==> src/rtl/msp_pkg.sv <==
`timescale 1ns / 1ps

package msp_pkg;

   localparam int NUM_STACKS  = 4;
   localparam int POOL_DEPTH  = 16;
   localparam int IDX_W       = (POOL_DEPTH > 1) ? $clog2(POOL_DEPTH) : 1;
   localparam int PTR_W       = $clog2(POOL_DEPTH + 1);
   localparam int SID_W       = 2;
   localparam int STK_IDX_W   = (NUM_STACKS > 1) ? $clog2(NUM_STACKS) : 1;
   localparam int VALUE_W     = 32;
   localparam int STATUS_W    = 2;

   localparam logic [PTR_W-1:0]   NULL_PTR        = PTR_W'(POOL_DEPTH);
   localparam logic [VALUE_W-1:0] EMPTY_POP_VALUE = 32'h7FFF_FFFF;

   localparam logic OP_PUSH = 1'b0;
   localparam logic OP_POP  = 1'b1;

   localparam logic [STATUS_W-1:0] STATUS_DONE  = 2'd0;
   localparam logic [STATUS_W-1:0] STATUS_FULL  = 2'd1;
   localparam logic [STATUS_W-1:0] STATUS_EMPTY = 2'd2;

   typedef enum logic {
      ST_IDLE,
      ST_EXEC
   } msp_state_type;

   typedef struct packed {
      logic             en;
      logic [IDX_W-1:0] addr;
      logic [PTR_W-1:0] data;
   } msp_link_wr_type;

   // anything at or past the pool depth counts as the null link
   function automatic logic is_null(input logic [PTR_W-1:0] ptr);
      return ptr >= NULL_PTR;
   endfunction

   function automatic logic [IDX_W-1:0] ptr_index(input logic [PTR_W-1:0] ptr);
      return is_null(ptr) ? '0 : ptr[IDX_W-1:0];
   endfunction

endpackage

==> src/rtl/msp_link_store.sv <==
`timescale 1ns / 1ps

module msp_link_store import msp_pkg::*; (
   input  logic                 clock,
   input  logic                 reset,
   input  logic [IDX_W-1:0]     rd_addr,
   output logic [PTR_W-1:0]     rd_data_ff,
   input  msp_link_wr_type      wr
);

   logic [PTR_W-1:0]      link_mem [POOL_DEPTH];
   logic [POOL_DEPTH-1:0] written_ff;

   always_ff @(posedge clock) begin
      if (wr.en) begin
         link_mem[wr.addr] <= wr.data;
      end
   end

   always_ff @(posedge clock) begin
      if (reset) begin
         written_ff <= '0;
      end else if (wr.en) begin
         written_ff[wr.addr] <= 1'b1;
      end
   end

   // untouched entries read as the initial chain: slot i links i+1
   always_ff @(posedge clock) begin
      if (written_ff[rd_addr]) begin
         rd_data_ff <= link_mem[rd_addr];
      end else begin
         rd_data_ff <= PTR_W'(rd_addr) + PTR_W'(1);
      end
   end

endmodule

==> src/rtl/multi_stack_shared_pool.sv <==
`timescale 1ns / 1ps

// Several LIFO stacks sharing one pool of slots, with a linked free list.
// Request channel: start with req_type (push/pop), req_stack_id and
// req_push_value; a request is taken on a clock edge with start high and
// busy low. busy is high in the cycle after a request is taken.
// Result channel: rsp_valid strobes for one cycle with rsp_pop_value,
// rsp_status, rsp_pool_full and rsp_stack_empty; the receiver cannot stall,
// so each result must be captured in its strobe cycle.
// Timing: the request edge reads the link and value memories (synchronous
// read), the following cycle updates links, tops and free head, and the
// result appears in the cycle after that. No new request is taken while
// busy, which leaves room for the read-modify-write on the link memory.
// Reset (synchronous) empties all stacks and restores the free list to the
// full pool in slot order; it takes effect at once, with no clearing pass.

module multi_stack_shared_pool import msp_pkg::*; (
   input  logic                       clock,
   input  logic                       reset,
   input  logic                       start,
   output logic                       busy,
   input  logic                       req_type,
   input  logic [SID_W-1:0]           req_stack_id,
   input  logic signed [VALUE_W-1:0]  req_push_value,
   output logic                       rsp_valid,
   output logic signed [VALUE_W-1:0]  rsp_pop_value,
   output logic [STATUS_W-1:0]        rsp_status,
   output logic                       rsp_pool_full,
   output logic                       rsp_stack_empty
);

   msp_state_type state_ff, state_in;

   logic [PTR_W-1:0]   tops_ff [NUM_STACKS];
   logic [PTR_W-1:0]   tops_in [NUM_STACKS];
   logic [PTR_W-1:0]   free_head_ff, free_head_in;

   logic               op_ff;
   logic [SID_W-1:0]   sid_ff;
   logic [VALUE_W-1:0] val_ff;

   logic [VALUE_W-1:0] value_mem [POOL_DEPTH];
   logic [VALUE_W-1:0] value_rd_ff;
   logic               value_we;
   logic [IDX_W-1:0]   value_wr_addr;

   logic               accept;
   logic [PTR_W-1:0]   rd_ptr;
   logic [IDX_W-1:0]   rd_idx;
   logic [PTR_W-1:0]   link_rd;
   msp_link_wr_type    link_wr;

   logic               rsp_valid_ff, rsp_valid_in;
   logic [VALUE_W-1:0] rsp_value_ff, rsp_value_in;
   logic [STATUS_W-1:0] rsp_status_ff, rsp_status_in;
   logic               rsp_full_ff, rsp_full_in;
   logic               rsp_empty_ff, rsp_empty_in;

   assign busy   = (state_ff == ST_EXEC);
   assign accept = start && !busy;

   // push reads the free head's link, pop reads the top's link and value
   assign rd_ptr = (req_type == OP_PUSH) ? free_head_ff
                                         : tops_ff[req_stack_id[STK_IDX_W-1:0]];
   assign rd_idx = ptr_index(rd_ptr);

   msp_link_store u_links (
      .clock      (clock),
      .reset      (reset),
      .rd_addr    (rd_idx),
      .rd_data_ff (link_rd),
      .wr         (link_wr)
   );

   always_ff @(posedge clock) begin
      if (value_we) begin
         value_mem[value_wr_addr] <= val_ff;
      end
      if (accept) begin
         value_rd_ff <= value_mem[rd_idx];
      end
   end

   always_ff @(posedge clock) begin
      if (accept) begin
         op_ff  <= req_type;
         sid_ff <= req_stack_id;
         val_ff <= req_push_value;
      end
   end

   always_ff @(posedge clock) begin
      if (reset) begin
         state_ff     <= ST_IDLE;
         free_head_ff <= '0;
         rsp_valid_ff <= 1'b0;
         for (int i = 0; i < NUM_STACKS; i++) begin
            tops_ff[i] <= NULL_PTR;
         end
      end else begin
         state_ff     <= state_in;
         free_head_ff <= free_head_in;
         rsp_valid_ff <= rsp_valid_in;
         for (int i = 0; i < NUM_STACKS; i++) begin
            tops_ff[i] <= tops_in[i];
         end
      end
   end

   always_ff @(posedge clock) begin
      rsp_value_ff  <= rsp_value_in;
      rsp_status_ff <= rsp_status_in;
      rsp_full_ff   <= rsp_full_in;
      rsp_empty_ff  <= rsp_empty_in;
   end

   always_comb begin
      logic             valid_id;
      logic [PTR_W-1:0] top_cur;
      logic [PTR_W-1:0] top_new;

      valid_id = (32'(sid_ff) < NUM_STACKS);
      top_cur  = tops_ff[sid_ff[STK_IDX_W-1:0]];
      top_new  = top_cur;

      state_in      = state_ff;
      free_head_in  = free_head_ff;
      for (int i = 0; i < NUM_STACKS; i++) begin
         tops_in[i] = tops_ff[i];
      end
      link_wr       = '0;
      value_we      = 1'b0;
      value_wr_addr = ptr_index(free_head_ff);
      rsp_valid_in  = 1'b0;
      rsp_value_in  = '0;
      rsp_status_in = STATUS_DONE;
      rsp_full_in   = 1'b0;
      rsp_empty_in  = 1'b1;

      unique case (state_ff)
         ST_IDLE: begin
            if (start) begin
               state_in = ST_EXEC;
            end
         end
         ST_EXEC: begin
            state_in     = ST_IDLE;
            rsp_valid_in = 1'b1;
            if (op_ff == OP_PUSH) begin
               if (!valid_id || is_null(free_head_ff)) begin
                  rsp_status_in = STATUS_FULL;
               end else begin
                  free_head_in  = link_rd;
                  link_wr.en    = 1'b1;
                  link_wr.addr  = ptr_index(free_head_ff);
                  link_wr.data  = top_cur;
                  value_we      = 1'b1;
                  top_new       = free_head_ff;
               end
            end else begin
               if (!valid_id || is_null(top_cur)) begin
                  rsp_status_in = STATUS_EMPTY;
                  rsp_value_in  = EMPTY_POP_VALUE;
               end else begin
                  top_new       = link_rd;
                  link_wr.en    = 1'b1;
                  link_wr.addr  = ptr_index(top_cur);
                  link_wr.data  = free_head_ff;
                  free_head_in  = top_cur;
                  rsp_value_in  = value_rd_ff;
               end
            end
            if (valid_id) begin
               tops_in[sid_ff[STK_IDX_W-1:0]] = top_new;
               rsp_empty_in = is_null(top_new);
            end
            rsp_full_in = is_null(free_head_in);
         end
         default: state_in = ST_IDLE;
      endcase
   end

   assign rsp_valid       = rsp_valid_ff;
   assign rsp_pop_value   = signed'(rsp_value_ff);
   assign rsp_status      = rsp_status_ff;
   assign rsp_pool_full   = rsp_full_ff;
   assign rsp_stack_empty = rsp_empty_ff;

endmodule
==> config.mk <==
export PLATFORM = sky130hd
export DESIGN_NAME = multi_stack_shared_pool
export DESIGN_NICKNAME = d
export VERILOG_FILES = /design/src/rtl/msp_pkg.sv /design/src/rtl/msp_link_store.sv /design/src/rtl/multi_stack_shared_pool.sv
export SDC_FILE = /design/constraint.sdc
export NUM_CORES = 1
export LEC_CHECK = 0
export BUFFER_PORTS_ARGS = -buffer_cell sky130_fd_sc_hd__buf_2
export CAP_MARGIN = 30
export CORE_ASPECT_RATIO = 0.5
export CORE_UTILIZATION = 45
export CTS_CLUSTER_DIAMETER = 80
export DETAILED_ROUTE_END_ITERATION = 8
export SKIP_CTS_REPAIR_TIMING = 1
export SLEW_MARGIN = 20
export SYNTH_ARGS = -nofsm -noshare
export SYNTH_HDL_FRONTEND = slang
export SYNTH_SLANG_ARGS = --single-unit
==> constraint.sdc <==
create_clock -name clock -period 4.12 [get_ports clock]
set_input_delay 0.206 -clock clock [delete_from_list [all_inputs] [get_ports clock]]
set_output_delay 0.206 -clock clock [all_outputs]
set_load 0.01 [all_outputs]
==> results of run 1 <==
[metal layers]
| metal | GRT usage | part of all wire | up-vias |
|---|---|---|---|
| met2 | 0.334 | 0.46 | 540 |
| met4 | 0.0549 | 0.016 | 0 |
| met3 | 0.0324 | 0.058 | 87 |
| li1 | - | - | 7599 |
| met5 | 0 | 0 | - |
| met1 | 0.309 | 0.46 | 8611 |
[critical path: cells and delay by family (launching register included)]
family,cells,cell delay [ps]
DFF,1,470
and+or+nand+nor,3,760
AOI/OAI and AO/OA,4,900
buffers and inverters,2,830
[power groups by stage]
stage / sequential (mW) / combinational [mW] / clock, mW
after global placement: 8.55 / 0.352 / 0
after CTS: 8.39 / 0.357 / 6.37
after global routing: 8.40 / 0.416 / 6.64
final: 8.39 / 0.384 / 6.27
after floorplan: 8.52 / 0.225 / 0
after detailed placement: 8.56 / 0.356 / 0
[final cells by class]
type,instances,area (µm²)
sequential,745,21500
fill,4990,29100
multi-input combinational,1024,6220
clock buffer,96,1890
inverter,8,35.0
timing repair buffer,164,1390
tap,825,1030
clock inverter,24,298
[how the worst max path moves through the flow]
stage,to
after floorplan,value_mem[12][0]
after global placement,value_rd_ff[26]
after detailed placement,value_rd_ff[31]
after CTS,u_links.rd_data_ff[2]
after global routing,value_rd_ff[26]
final,value_rd_ff[31]
[cells in the final DEF, fill, tap and decap left out, types with 10 or more instances in the layout]
cell           instances
nand2_1              278
clkbuf_8              10
buf_12                19
dlygate4sd3_1         34
a211oi_1              38
a22oi_1               10
dfxtp_1               86
mux2i_1               42
o22ai_1              132
a2bb2oi_1             16
clkbuf_16             67
a311oi_1              64
buf_4                 35
buf_2                 75
a21oi_1               85
a31oi_1               65
o211ai_1              16
edfxtp_1             659
nor2_4                16
nor2b_1               12
clkbuf_1              19
nor2_1               138
[stage by stage]
| stage | instance area, µm² | total power [mW] |
|---|---|---|
| after global placement | 29800 | 8.91 |
| after CTS | 32000 | 15.1 |
| after detailed placement | 29800 | 8.91 |
| after global routing | 32400 | 15.5 |
| after floorplan | 28200 | 8.74 |
| final | 32400 | 15.0 |
[sequential cells by signal (all words and copies together), names as in the netlist, 2 cells and up, named ones only]
register,flops
value_mem,512
u_links.rd_data_ff,5
value_rd_ff,32
val_ff,32
u_links.written_ff,16
u_links.link_mem,80
rsp_status,2
rsp_pop_value,32
tops_ff,20
sid_ff,2
[cell families (layout without fill, tap and decap cells)]
family | after synthesis | after routing | synth area share
adder cells (fa/ha/maj) | 1 | 1 | 0.000444
AND/OR/NAND/NOR | 489 | 489 | 0.0701
buffers and inverters | 138 | 292 | 0.0230
XOR/XNOR | 1 | 1 | 0.000311
AO/OA/AOI/OAI | 471 | 471 | 0.118
multiplexers | 62 | 62 | 0.0260
flip-flops | 745 | 745 | 0.763
==> results.cfg, run 1 <==
[worst_hold_path]
worstHoldPathType = primary input to flop
min_path_cells = 3
min_from = start
holdPathEnd = busy

[sta]
fmax_ghz = 0.321
fin_tns_setup_ps = 0
rsz0062_at_grt = no
hold_viol_final = 0
finClkSkew_ps = 22.3
post-route-min-period_ps = 3120
drv_slew = 0
fin_ws_ps = 1000
setup_viol = 0
relSlewSlack = 0.434
finalCritPeriodShare = 0.756
fin_worst_hold_slack_ps = 13.0
tightest_slew_ps = 850

[worst_setup_path]
slowest_delay_ps = 470
required_ps = 4580
worst-r2r-cell-count = 9
cp_slowest_cell = dfxtp_1
crit_chain = nor2_1 -> a221o_2 -> nand2_4 -> inv_4 -> buf_4 -> nand2_1 -> a311oi_1 -> a211oi_1 -> a21oi_1
endpoint_kind = flop
cp-startpoint = free_head_ff[4]
worst_ep_arrival_time_ps = 3580
worstReg2RegEnd = value_rd_ff[31]
crit_fanout = 31
crit_path_start_kind = flop
timing.rr.start = free_head_ff[4]
critical_path_class = flop to flop
rrSetupSlack_ps = 1000

[floorplanning]
initial_utilization = 0.459
core_um2 = 61500
dieArea_um2 = 63700
die_x_um = 356
row_count = 64
ios = 76
die_h_um = 179

[routing]
vias = 16800
drtIter0Drc = 1575
vias_per_cell = 5.83
wire_per_inst_um = 23.6
drt_wl_total_um = 68000
ant_nets = 0
post-route-drc-count = 0
first_pass_iters = 8

[placed_design]
portBuffers = 75
dp_slack_ps = 924
dp_cells = 2731
routabilityCongestion = 0.823
hpwl_um = 35500

[grt]
grt_pass1_vias = 16000
grt_first_pass_wirelength_um = 100000
antenna_found_initial = 0
grt_start_max_net_pins = 73
overflow = 0
grtUsageTotal = 0.212

[pwr]
ir_drop_uv = 332
switchingPower_mw = 3.06
comb_power_share = 0.026
power.leakage_nw = 10.7
intPower_mw = 12.0
p_seq_frac = 0.558
power_density_nw_per_um2 = 465
clockPowerShare = 0.417
swShare = 0.204

[synthesis]
synth-edff-count = 659
yosysTopAreaCell = edfxtp_1
ys_types = 64
seq_area_frac_synth = 0.763
syn_avg_cell_area_um2 = 14.8
synth.area.top_cells = edfxtp_1 70%, dfxtp_1 6.1%, nand2_1 3.7%
synthesis.nets = 1946
yosysWarnings = 0
yosysMostFrequentCell = edfxtp_1
synthArstFlopShare = 0
synth_top_area_frac = 0.702
syn_inst = 1907
synth_area_um2 = 28200
ys_seq_elements = 745
synth-main-ff-cell = edfxtp_1
ys_top_cells_by_count = 659 x edfxtp_1, 280 x nand2_1, 154 x nor2_1

[cts]
cts_buffer_depth = 3
cts_made_buffers = 66
cts_tree = yes
clk_latency_ps = 610
htreeDepth = 3
cts.sink_count = 745
worst_setup_hold_path_clk_slew_ps = 70
cts_root_buf = clkbuf_16

[cells_and_area]
drive_gt1_frac = 0.144
nNetsFinal = 2048
n_antenna_cell = 0
syn_to_final_growth_pct = 14.8
final_cells = 2886
fin_util = 0.526

[run_status]
status = complete, no violations

[run]
max-cap-violations = 0
Power figures use the tool's default switching activity.
==> run 2: changes to the inputs <==
- clock period: 4.12 -> 2.8 ns (I/O delays scaled with it)
==> run 2 against run 1 <==
Combinational power is 57% higher. First-iteration DRC count is 4.1% higher. Non-clock buffer count is 67 higher. Core utilization is 0.83 points higher. Die area stayed put. Final cell count is 2.4% higher. Count of clock-buffer cells in the layout is 1 higher. Final area is 1.6% higher. Wire length is 2.2% higher. Via count is 1.1% higher. Total power is 46% higher. Critical path type unchanged. Critical endpoint is now u_links.link_mem[13][3]. Highest routed layer unchanged.
==> results.cfg, run 2 (synthesized netlist as in run 1, its figures left out) <==
[run_status]
status = complete, no violations

[floorplanning]
core_um2 = 61500
initial_utilization = 0.459
ios = 76
die_h_um = 179
dieArea_um2 = 63700
die_x_um = 356
row_count = 64

[worst_setup_path]
worst_ep_arrival_time_ps = 2870
critical_path_class = flop to flop
crit_fanout = 5
cp.buffers_inverters = 1
endpoint_kind = flop
required_ps = 3040
path_delay_family = simple AND/OR/NAND/NOR gates
crit_path_start_kind = flop
cp_slowest_cell = mux4_2
slowest_delay_ps = 540
crit_chain = mux4_2 -> nor2b_1 -> buf_4 -> nand2_1 -> o21ai_1 -> nand3_1 -> nor2_1

[worst_hold_path]
worstHoldPathType = primary input to flop

[pwr]
clockPowerShare = 0.411
p_seq_frac = 0.561
comb_power_share = 0.027
intPower_mw = 17.4
ir_drop_uv = 388
swShare = 0.207
power.leakage_nw = 11.0
power_density_nw_per_um2 = 669
switchingPower_mw = 4.55

[placed_design]
portBuffers = 75
dp_slack_ps = 130
routabilityCongestion = 0.853
hpwl_um = 39600

[cells_and_area]
n_antenna_cell = 0
regMostFlops = value_mem
syn_to_final_growth_pct = 16.6
most-common-layout-cells = 659 x edfxtp_1, 278 x nand2_1, 137 x nor2_1
drive_gt1_frac = 0.168
nNetsFinal = 2116
largest_reg_flops = 512
reg_top3 = value_mem: 512 flops, u_links.link_mem: 80 flops
final_common_cell = edfxtp_1

[routing]
wl_met1_um = 31900
first_pass_iters = 5
drt_wl_total_um = 69500
ant_nets = 0
met2_length_um = 32000
top_layer = met4
met3_length_um = 4420
post-route-drc-count = 0
vias_per_cell = 5.76
drtIter0Drc = 1640
wire_per_inst_um = 23.5
vias = 17000

[cts]
cts_tree = yes
worst_setup_hold_path_clk_slew_ps = 70
htreeDepth = 3
cts_root_buf = clkbuf_16
clk_latency_ps = 600
cts_buffer_depth = 3
cts_made_buffers = 67
cts.sink_count = 745

[sta]
fin_tns_setup_ps = 0
fmax_ghz = 0.380
fin_ws_ps = 166
hold_viol_final = 0
tightest_slew_ps = 955
finalCritPeriodShare = 0.941
finClkSkew_ps = 24.4
drv_slew = 0
setup_viol = 0
rsz0062_at_grt = no
post-route-min-period_ps = 2630
relSlewSlack = 0.361

[grt]
grt_pass1_vias = 16200
grtUsageTotal = 0.217
antenna_found_initial = 0
overflow = 0
grt_start_max_net_pins = 69
grt_first_pass_wirelength_um = 103000

[run]
max-cap-violations = 0
## run 2: routing by layer
layer  vias up  global-route usage
met5         -                   0
met4         0              0.0563
met3       101              0.0351
met2       582               0.337
met1      8588               0.320
li1       7750                   -
## run 2: layout make-up
type,instances,area [µm²]
clock buffer,97,1880
multi-input combinational,1024,6220
inverter,8,35.0
timing repair buffer,231,1960
fill,5059,28600
clock inverter,24,241
tap,825,1030
sequential,745,21500
## run 2: worst register-to-register path, cell delays in order, from the launching register on
cell and delay [ps]:
dfxtp_1 360, mux4_2 540, nor2b_1 330, buf_4 210, nand2_1 60, o21ai_1 140, nand3_1 240, nor2_1 400
## run 2: final timing paths
path / to / cells past startpoint / slack [ps] / startpoint
hold / removal: sid_ff[0] / 2 / 80 / req_stack_id[0]
setup reg to reg: u_links.link_mem[13][3] / 7 / 170 / flop
hold reg to reg: rsp_pop_value[17] / 2 / 460 / value_rd_ff[17]
setup / recovery: u_links.link_mem[13][3] / 7 / 170 / flop
## run 2: per-stage QoR
stage	total power, mW	util	area [µm²]	cells	hold slack, ps
finish	22.0	0.535	32900	2954	81.7
global route	22.6	0.535	32900	2954	58.6
CTS	22.1	0.529	32500	2919	-315
detailed placement	13.2	0.494	30400	2798	318
global placement	13.1	0.494	30400	2798	316
floorplan	12.9	-	28200	1907	239
## run 2: power by group through the flow
stage	registers (mW)	logic (mW)	clock network [mW]
after floorplan	12.5	0.332	0
after global placement	12.6	0.555	0
after detailed placement	12.6	0.563	0
after CTS	12.3	0.565	9.20
after global routing	12.4	0.652	9.62
final	12.3	0.601	9.05
